## config.mk

```make
export PLATFORM = sky130hd
export DESIGN_NAME = scan_disk_request_scheduler_top
export DESIGN_NICKNAME = d
export VERILOG_FILES = /design/src/design/sdrs_pkg.sv /design/src/design/sdrs_ctrl.sv /design/src/design/sdrs_datapath.sv /design/src/design/scan_disk_request_scheduler_top.sv
export SDC_FILE = /design/constraint.sdc
export NUM_CORES = 2
export LEC_CHECK = 0
export CAP_MARGIN = 5
export CORE_UTILIZATION = 50
export CTS_CLUSTER_SIZE = 16
export DETAILED_ROUTE_END_ITERATION = 7
export DONT_BUFFER_PORTS = 1
export PLACE_DENSITY = 0.68
export SYNTH_ARGS = -nofsm -noshare
export SYNTH_HDL_FRONTEND = slang
export SYNTH_SLANG_ARGS = --single-unit
```

## constraint.sdc

```tcl
create_clock -name aclk -period 6.5 [get_ports aclk]
set_input_delay 0.325 -clock aclk [delete_from_list [all_inputs] [get_ports aclk]]
set_output_delay 0.325 -clock aclk [all_outputs]
set_load 0.01 [all_outputs]
```

## src/design/sdrs_pkg.sv

```systemverilog
// Shared types and constants of the SCAN disk request scheduler.
package sdrs_pkg;

    localparam int CYL_W     = 16;
    localparam int SEEK_W    = 17;
    localparam int ACC_W     = 18;
    localparam int DISK_W    = 17;
    localparam int CFG_IDX_W = 2;
    localparam int S_TDATA_W = 16;
    localparam int M_TDATA_W = 40;

    localparam logic [SEEK_W-1:0] SEEK_MAX = {SEEK_W{1'b1}};

    localparam logic [CFG_IDX_W-1:0] CFG_DISK_CYLINDERS = 2'd0;
    localparam logic [CFG_IDX_W-1:0] CFG_START_HEAD     = 2'd1;
    localparam logic [CFG_IDX_W-1:0] CFG_SWEEP_UP       = 2'd2;

    typedef struct packed {
        logic insert;
        logic close;
        logic find_step;
        logic seg1_start;
        logic seg2_start;
        logic serve;
        logic travel;
        logic emit;
        logic done;
    } dp_cmd_t;

    typedef struct packed {
        logic batch_end;
        logic find_hit;
        logic seg1_empty;
        logic seg2_empty;
        logic seg_last;
    } dp_status_t;

endpackage

```

## src/design/sdrs_ctrl.sv

```systemverilog
// Sequencing controller: load, split search, serve, end travel and result transfer.
module sdrs_ctrl (
    input  logic                 aclk,
    input  logic                 aresetn,
    input  logic                 s_tvalid,
    output logic                 s_tready,
    output logic                 m_tvalid,
    input  logic                 m_tready,
    output sdrs_pkg::dp_cmd_t    cmd,
    input  sdrs_pkg::dp_status_t st
);
    import sdrs_pkg::*;

    typedef enum logic [2:0] {
        ST_LOAD,
        ST_FIND,
        ST_SERVE,
        ST_TRAVEL,
        ST_EMIT
    } state_t;

    state_t state_reg;
    logic   phase_reg;
    logic   seg_last_reg;
    logic   final_reg;
    logic   m_tvalid_reg;
    logic   out_free;

    assign out_free = !m_tvalid_reg || m_tready;
    assign m_tvalid = m_tvalid_reg;
    assign s_tready = (state_reg == ST_LOAD);

    always_comb begin
        cmd = '0;
        unique case (state_reg)
            ST_LOAD: begin
                if (s_tvalid) begin
                    cmd.insert = 1'b1;
                    cmd.close  = st.batch_end;
                end
            end
            ST_FIND: begin
                cmd.seg1_start = st.find_hit;
                cmd.find_step  = !st.find_hit;
            end
            ST_SERVE: begin
                cmd.serve = 1'b1;
            end
            ST_TRAVEL: begin
                cmd.travel     = 1'b1;
                cmd.seg2_start = 1'b1;
            end
            ST_EMIT: begin
                cmd.emit = out_free;
                cmd.done = final_reg || (phase_reg && seg_last_reg);
            end
            default: cmd = '0;
        endcase
    end

    always_ff @(posedge aclk) begin
        if (!aresetn) begin
            state_reg    <= ST_LOAD;
            phase_reg    <= 1'b0;
            seg_last_reg <= 1'b0;
            final_reg    <= 1'b0;
            m_tvalid_reg <= 1'b0;
        end else begin
            if (cmd.emit) begin
                m_tvalid_reg <= 1'b1;
            end else if (m_tready) begin
                m_tvalid_reg <= 1'b0;
            end
            unique case (state_reg)
                ST_LOAD: begin
                    if (s_tvalid && st.batch_end) begin
                        phase_reg <= 1'b0;
                        final_reg <= 1'b0;
                        state_reg <= ST_FIND;
                    end
                end
                ST_FIND: begin
                    if (st.find_hit) begin
                        state_reg <= st.seg1_empty ? ST_TRAVEL : ST_SERVE;
                    end
                end
                ST_SERVE: begin
                    seg_last_reg <= st.seg_last;
                    if (st.seg_last && !phase_reg && st.seg2_empty) begin
                        state_reg <= ST_TRAVEL;
                    end else begin
                        state_reg <= ST_EMIT;
                    end
                end
                ST_TRAVEL: begin
                    phase_reg <= 1'b1;
                    if (st.seg2_empty) begin
                        final_reg <= 1'b1;
                        state_reg <= ST_EMIT;
                    end else begin
                        state_reg <= ST_SERVE;
                    end
                end
                ST_EMIT: begin
                    if (out_free) begin
                        if (cmd.done) begin
                            state_reg <= ST_LOAD;
                        end else if (seg_last_reg) begin
                            state_reg <= ST_TRAVEL;
                        end else begin
                            state_reg <= ST_SERVE;
                        end
                    end
                end
                default: state_reg <= ST_LOAD;
            endcase
        end
    end

endmodule

```

## src/design/sdrs_datapath.sv

```systemverilog
// Datapath: sorted request row, split index, head and seek accumulator, result register.
module sdrs_datapath #(
    parameter int MAX_REQUESTS = 32
) (
    input  logic                        aclk,
    input  logic                        aresetn,
    input  logic [sdrs_pkg::CYL_W-1:0]  request_cylinder,
    input  logic                        last_request,
    input  logic [sdrs_pkg::CYL_W-1:0]  top_cyl,
    input  logic [sdrs_pkg::CYL_W-1:0]  start_head,
    input  logic                        sweep_up,
    input  sdrs_pkg::dp_cmd_t           cmd,
    output sdrs_pkg::dp_status_t        st,
    output logic [sdrs_pkg::CYL_W-1:0]  served_cylinder,
    output logic [sdrs_pkg::SEEK_W-1:0] seek_so_far,
    output logic                        batch_done
);
    import sdrs_pkg::*;

    localparam int IDX_W = $clog2(MAX_REQUESTS);
    localparam int CNT_W = $clog2(MAX_REQUESTS + 1);
    localparam logic [CNT_W-1:0] CNT_LAST = CNT_W'(MAX_REQUESTS - 1);

    logic [CYL_W-1:0]  sorted_reg [MAX_REQUESTS];
    logic [CYL_W-1:0]  sorted_next [MAX_REQUESTS];
    logic [MAX_REQUESTS-1:0] le;
    logic [CNT_W-1:0]  cnt_reg;
    logic [CNT_W-1:0]  n_reg;
    logic [CNT_W-1:0]  pos_reg;
    logic [CNT_W-1:0]  idx_reg;
    logic              dir_reg;
    logic              sweep_reg;
    logic [CYL_W-1:0]  head_reg;
    logic [ACC_W-1:0]  seek_reg;
    logic [CYL_W-1:0]  cyl_sat;
    logic [CYL_W-1:0]  head_sat;
    logic [CYL_W-1:0]  rd_cyl;
    logic [CYL_W-1:0]  travel_tgt;
    logic [CYL_W-1:0]  serve_dist;
    logic [CYL_W-1:0]  travel_dist;
    logic [CYL_W-1:0]  out_cyl_reg;
    logic [CYL_W-1:0]  res_cyl_reg;
    logic [SEEK_W-1:0] res_seek_reg;
    logic              res_done_reg;

    assign cyl_sat    = (request_cylinder > top_cyl) ? top_cyl : request_cylinder;
    assign head_sat   = (start_head > top_cyl) ? top_cyl : start_head;
    assign rd_cyl     = sorted_reg[idx_reg[IDX_W-1:0]];
    assign travel_tgt = sweep_reg ? top_cyl : '0;
    assign serve_dist = (rd_cyl > head_reg) ? rd_cyl - head_reg : head_reg - rd_cyl;
    assign travel_dist = (travel_tgt > head_reg) ? travel_tgt - head_reg
                                                 : head_reg - travel_tgt;

    assign served_cylinder = res_cyl_reg;
    assign seek_so_far     = res_seek_reg;
    assign batch_done      = res_done_reg;

    always_comb begin
        for (int i = 0; i < MAX_REQUESTS; i++) begin
            le[i] = (CNT_W'(i) < cnt_reg) && (sorted_reg[i] <= cyl_sat);
        end
        for (int i = 0; i < MAX_REQUESTS; i++) begin
            if (le[i]) begin
                sorted_next[i] = sorted_reg[i];
            end else if (i == 0) begin
                sorted_next[i] = cyl_sat;
            end else if (le[i-1]) begin
                sorted_next[i] = cyl_sat;
            end else begin
                sorted_next[i] = sorted_reg[i-1];
            end
        end
    end

    assign st.batch_end  = last_request || (cnt_reg == CNT_LAST);
    assign st.find_hit   = (idx_reg == n_reg) || (rd_cyl > head_reg);
    assign st.seg1_empty = sweep_reg ? (idx_reg == n_reg) : (idx_reg == '0);
    assign st.seg2_empty = sweep_reg ? (pos_reg == '0) : (pos_reg == n_reg);
    assign st.seg_last   = dir_reg ? (idx_reg + CNT_W'(1) == n_reg) : (idx_reg == '0);

    always_ff @(posedge aclk) begin
        if (!aresetn) begin
            cnt_reg <= '0;
        end else if (cmd.insert) begin
            cnt_reg <= cmd.close ? '0 : cnt_reg + CNT_W'(1);
        end
    end

    always_ff @(posedge aclk) begin
        if (cmd.insert) begin
            sorted_reg <= sorted_next;
        end
        if (cmd.close) begin
            n_reg     <= cnt_reg + CNT_W'(1);
            idx_reg   <= '0;
            head_reg  <= head_sat;
            seek_reg  <= '0;
            sweep_reg <= sweep_up;
        end
        if (cmd.find_step) begin
            idx_reg <= idx_reg + CNT_W'(1);
        end
        if (cmd.seg1_start) begin
            pos_reg <= idx_reg;
            dir_reg <= sweep_reg;
            idx_reg <= sweep_reg ? idx_reg : idx_reg - CNT_W'(1);
        end
        if (cmd.seg2_start) begin
            dir_reg <= !sweep_reg;
            idx_reg <= sweep_reg ? pos_reg - CNT_W'(1) : pos_reg;
        end
        if (cmd.serve) begin
            out_cyl_reg <= rd_cyl;
            seek_reg    <= seek_reg + ACC_W'(serve_dist);
            head_reg    <= rd_cyl;
            idx_reg     <= dir_reg ? idx_reg + CNT_W'(1) : idx_reg - CNT_W'(1);
        end
        if (cmd.travel) begin
            seek_reg <= seek_reg + ACC_W'(travel_dist);
            head_reg <= travel_tgt;
        end
        if (cmd.emit) begin
            res_cyl_reg  <= out_cyl_reg;
            res_seek_reg <= seek_reg[ACC_W-1] ? SEEK_MAX : seek_reg[SEEK_W-1:0];
            res_done_reg <= cmd.done;
        end
    end

endmodule

```

## src/design/scan_disk_request_scheduler_top.sv

```systemverilog
// Top level of the SCAN disk request scheduler: configuration registers and unit wiring.
// Requests are taken one per cycle until one arrives with tlast or the store of
// MAX_REQUESTS fills. The batch of n requests is kept sorted as it loads. After the
// last request the split point is searched one entry per cycle, then each served
// request is first stepped through the seek accumulator and then transferred into
// the output register, and each batch adds one travel to the disk end.
// No request is taken while a batch is being served; the next batch may start loading
// while its predecessor's final result still waits in the output register. tlast on
// the output marks the result that carries the batch's total seek, saturated at
// 131071.
module scan_disk_request_scheduler_top #(
    parameter int MAX_REQUESTS = 32
) (
    input  logic                             aclk,
    input  logic                             aresetn,
    input  logic                             s_tvalid,
    output logic                             s_tready,
    input  logic [sdrs_pkg::S_TDATA_W-1:0]   s_tdata,   // [15:0] request_cylinder
    input  logic                             s_tlast,   // last_request
    output logic                             m_tvalid,
    input  logic                             m_tready,
    output logic [sdrs_pkg::M_TDATA_W-1:0]   m_tdata,   // [15:0] served_cylinder, [32:16] seek_so_far
    output logic                             m_tlast,   // batch_done
    input  logic                             cfg_wr_en,
    input  logic [sdrs_pkg::CFG_IDX_W-1:0]   cfg_index,
    input  logic [sdrs_pkg::DISK_W-1:0]      cfg_wdata
);
    import sdrs_pkg::*;

    logic [DISK_W-1:0] disk_cylinders_reg;
    logic [CYL_W-1:0]  start_head_reg;
    logic              sweep_up_reg;
    logic [CYL_W-1:0]  top_cyl;
    logic [CYL_W-1:0]  served_cylinder;
    logic [SEEK_W-1:0] seek_so_far;
    dp_cmd_t           cmd;
    dp_status_t        st;

    always_ff @(posedge aclk) begin
        if (!aresetn) begin
            disk_cylinders_reg <= DISK_W'(65536);
            start_head_reg     <= '0;
            sweep_up_reg       <= 1'b1;
        end else if (cfg_wr_en) begin
            unique case (cfg_index)
                CFG_DISK_CYLINDERS: disk_cylinders_reg <= cfg_wdata;
                CFG_START_HEAD:     start_head_reg     <= cfg_wdata[CYL_W-1:0];
                CFG_SWEEP_UP:       sweep_up_reg       <= cfg_wdata[0];
                default: ;
            endcase
        end
    end

    always_comb begin
        if (disk_cylinders_reg == '0) begin
            top_cyl = '0;
        end else if (disk_cylinders_reg[DISK_W-1]) begin
            top_cyl = {CYL_W{1'b1}};
        end else begin
            top_cyl = disk_cylinders_reg[CYL_W-1:0] - CYL_W'(1);
        end
    end

    sdrs_ctrl u_ctrl (
        .aclk     (aclk),
        .aresetn  (aresetn),
        .s_tvalid (s_tvalid),
        .s_tready (s_tready),
        .m_tvalid (m_tvalid),
        .m_tready (m_tready),
        .cmd      (cmd),
        .st       (st)
    );

    sdrs_datapath #(
        .MAX_REQUESTS (MAX_REQUESTS)
    ) u_datapath (
        .aclk             (aclk),
        .aresetn          (aresetn),
        .request_cylinder (s_tdata[CYL_W-1:0]),
        .last_request     (s_tlast),
        .top_cyl          (top_cyl),
        .start_head       (start_head_reg),
        .sweep_up         (sweep_up_reg),
        .cmd              (cmd),
        .st               (st),
        .served_cylinder  (served_cylinder),
        .seek_so_far      (seek_so_far),
        .batch_done       (m_tlast)
    );

    assign m_tdata = {(M_TDATA_W - CYL_W - SEEK_W)'(0), seek_so_far, served_cylinder};

endmodule
```

==> results.md <==
- Ys async rst share: 0%
- Hold depth: 4
- RSZ-0062 raised after global routing: yes
- Gate power share: 61.7%
- Die Span Y: 318.5 um
- Initial antenna violation count: 20
- Total core area: 98850 um^2
- Ys flop type: edfxtp_1
- Routability cong.: 1.008
- Mapped Area: 50080 um^2
- Reg2Reg Depth: 28
- Register share of total power: 23.2%
- Post-synth top area cell: edfxtp_1
- Post-synthesis cell count: 4216
- Via count: 38759
- First-pass GRT wire length: 243100 um
- Die Wd: 318.5 um
- Initial DRC count: 4566
- Port Buffers: 0
- DRC viols: 0
- Row count: 115
- Cell Int Power: 17.27 mW
- Number of synthesized flops with an enable pin: 616
- Clock share of power: 15.1%
- Routed WL: 169700 um
- Sw Share: 43.95%
- Area Growth Syn to Fin: 16.00%
- Layout cells sized above 1: 30.16%
- Final Hold Fails: 0
- HP Class: primary input to register
- Root Driver: clkbuf_16
- Tcrit/Tclk final: 100.4%
- Post-synthesis sequential area ratio: 38.81%
- CP max FO: 13
- Crit Path Class: register to register
- Largest net degree at the start of global routing: 69
- Slew @ Worst Pin: 1.219 ns
- Total gr overflow: 0
- Final #Nets: 5185
- Area contributors post-synth: edfxtp_1 (37%), ha_1 (16%), mux2_2 (12%)
- Cell with the most instances after synthesis: ha_1
- Die area: 101400 um^2
- Worst-case headroom to the max-slew limit: 18.71%
- Worst Setup End Kind: register
- Routed wire per std cell: 29.04 um
- CTS clk-pin slew, worst paths: 0.07 ns
- Max_cap viols: 0
- Max H-tree Level: 3
- Tmin final: 6.524 ns
- Crit. path cell count: 28
- Leakage: 23.34 nW
- TNS Setup: -0.02373 ns
- FF+latch count, synth: 663
- WP data arrival: 6.93 ns
- CTS tree: done
- Commonest cells post-synth: ha_1 (646), edfxtp_1 (616), mux2_2 (526), a21oi_1 (222), nand2_1 (215)
- Clk Latency, worst-skew pair: 0.69 ns
- Final setup viols: 1
- Crit path buffers/inverters: 8
- PwrDens: 530.4 nW/um^2
- CTS sink cnt: 663
- Max frequency: 0.1533 GHz
- Slowest CP cell: mux4_2
- CP required: 6.91 ns
- Setup ws final: -0.02373 ns
- DP Wirelength: 120700 um
- Non-Filler Instances: 5844
- Dpl cells: 5600
- Worst path top cell family by delay: multiplexers
- Drt pass-1 iters: 8
- Starting Density: 50.67%
- YS warnings: 0
- Syn avg cell area: 11.88 um^2
- Worst vdd ir: 0.0005032 V
- Startpoint types: register
- Cts bufs inserted: 79
- Avg Vias per Cell: 6.632
- Hold_ws: 0.06635 ns
- Vias in the first global route: 37378
- Library cells used by synthesis: 84
- Final ANT Viol Nets: 0
- Max FFs per register: 512
- Deepest clock path buffer count: 3
- # IOs: 84
- Status: finished with violations
- Final Skew: 0.03040 ns
- Final Power: 30.81 mW
- Fillers: 7837
- Critical path's largest stage delay: 0.60 ns
- All-Layer GR Usage: 32.17%
- Psw: 13.54 mW
- Final Max Slew Viols: 0
- Share of the synthesized area in the top cell type: 36.93%
- Failing checks: setup timing
[power groups by stage]
stage	clock [mW]	sequential, mW	combinational, mW
3_5_place_dp	0	7.17	17.1
2_1_floorplan	0	6.61	11.1
4_1_cts	4.70	7.09	17.3
3_3_place_gp	0	7.16	16.8
6_report	4.66	7.16	19.0
5_1_grt	4.85	7.20	20.2
[per-layer routing]
metal | global-route usage [%] | vias up | wire [um]
met1 | 40.33 | 18997 | 64430
li1 | - | 17001 | -
met3 | 7.619 | 568 | 16670
met5 | 0 | - | 59
met4 | 15.61 | 8 | 10140
met2 | 52.17 | 2185 | 78390
[layout by cell type (no fill, tap or decap), drive strengths merged, types with 11 or more instances in the layout]
cell | synthesis | routed
a2111oi | 14 | 14
a211o | 17 | 17
a211oi | 37 | 37
a21boi | 40 | 40
a21o | 162 | 162
a21oi | 228 | 228
a31oi | 28 | 28
and2 | 24 | 24
and3 | 11 | 11
buf | 85 | 356
clkbuf | 121 | 104
clkinv | 3 | 30
clkinvlp | 0 | 18
dfxtp | 47 | 47
dlygate4sd3 | 0 | 28
edfxtp | 616 | 616
ha | 646 | 646
inv | 169 | 161
mux2 | 533 | 533
mux2i | 46 | 46
mux4 | 160 | 160
nand2 | 215 | 215
nand2b | 29 | 29
nand3 | 60 | 60
nand4 | 111 | 111
nor2 | 148 | 148
nor2b | 57 | 57
nor3 | 52 | 52
nor4 | 23 | 23
o211ai | 17 | 17
o21a | 57 | 57
o21ai | 169 | 169
o21bai | 16 | 16
o31ai | 14 | 14
or2 | 32 | 32
or3 | 16 | 16
xnor2 | 58 | 58
xor2 | 34 | 34
[worst min-delay path, delay by kind of cell]
kind,cells,cell delay [ns]
AO/OA/AOI/OAI,3,0.30
AND/OR/NAND/NOR,1,0.05
[worst paths after layout]
check / from / to / slack (ns)
min: s_tvalid / u_ctrl.state_reg[1] / 0.07
min reg2reg: u_datapath.out_cyl_reg[9] / u_datapath.served_cylinder[9] / 0.42
max: u_datapath.idx_reg[0] / u_datapath.seek_reg[15] / -0.02
max reg2reg: u_datapath.idx_reg[0] / u_datapath.seek_reg[15] / -0.02
[stage by stage]
stage	setup WS, ns	instance area [um^2]	util [%]
4_1_cts	0.008715	56690	57.34
5_1_grt	-0.1400	58090	58.76
2_1_floorplan	-0.06314	50430	-
3_3_place_gp	-0.03871	53640	54.26
6_report	-0.02373	58090	58.77
3_5_place_dp	-0.1035	53640	54.26
[timing repair]
| item | 4_1_cts | 5_1_grt |
|---|---|---|
| gates cloned | 1 | 14 |
| hold endpoints to repair | 47 | 0 |
| setup buffers | 4 | 52 |
| setup endpoints to repair | 51 | 861 |
| hold buffers | 29 | 0 |
| resized for setup | 7 | 192 |
| pin swaps | 0 | 60 |
[cell families (layout without fill, tap and decap cells)]
group           after synthesis  in the layout  synth area share, %
other cells                   1             11             0.007488
fa+ha+maj                   652            652                16.38
xor+xnor                     92             92                1.609
mux                         739            739                20.15
simple gates                810            810                8.197
flops                       663            663                38.81
buf+inv                     378            708                3.355
compound gates              881            882                11.49
[layout make-up]
cell class | count | area (um^2) | share of cell area, %
Tap cell | 1287 | 1610 | 2.772
Timing Repair Buffer | 394 | 3830 | 6.593
Antenna cell | 4 | 10.01 | 0.01723
Multi-Input combinational cell | 3182 | 29860 | 51.40
Sequential cell | 663 | 19440 | 33.46
Clock inverter | 47 | 544.3 | 0.9369
Inverter | 172 | 698.2 | 1.202
Clock buffer | 95 | 2100 | 3.614
Power figures use the tool's default switching activity.
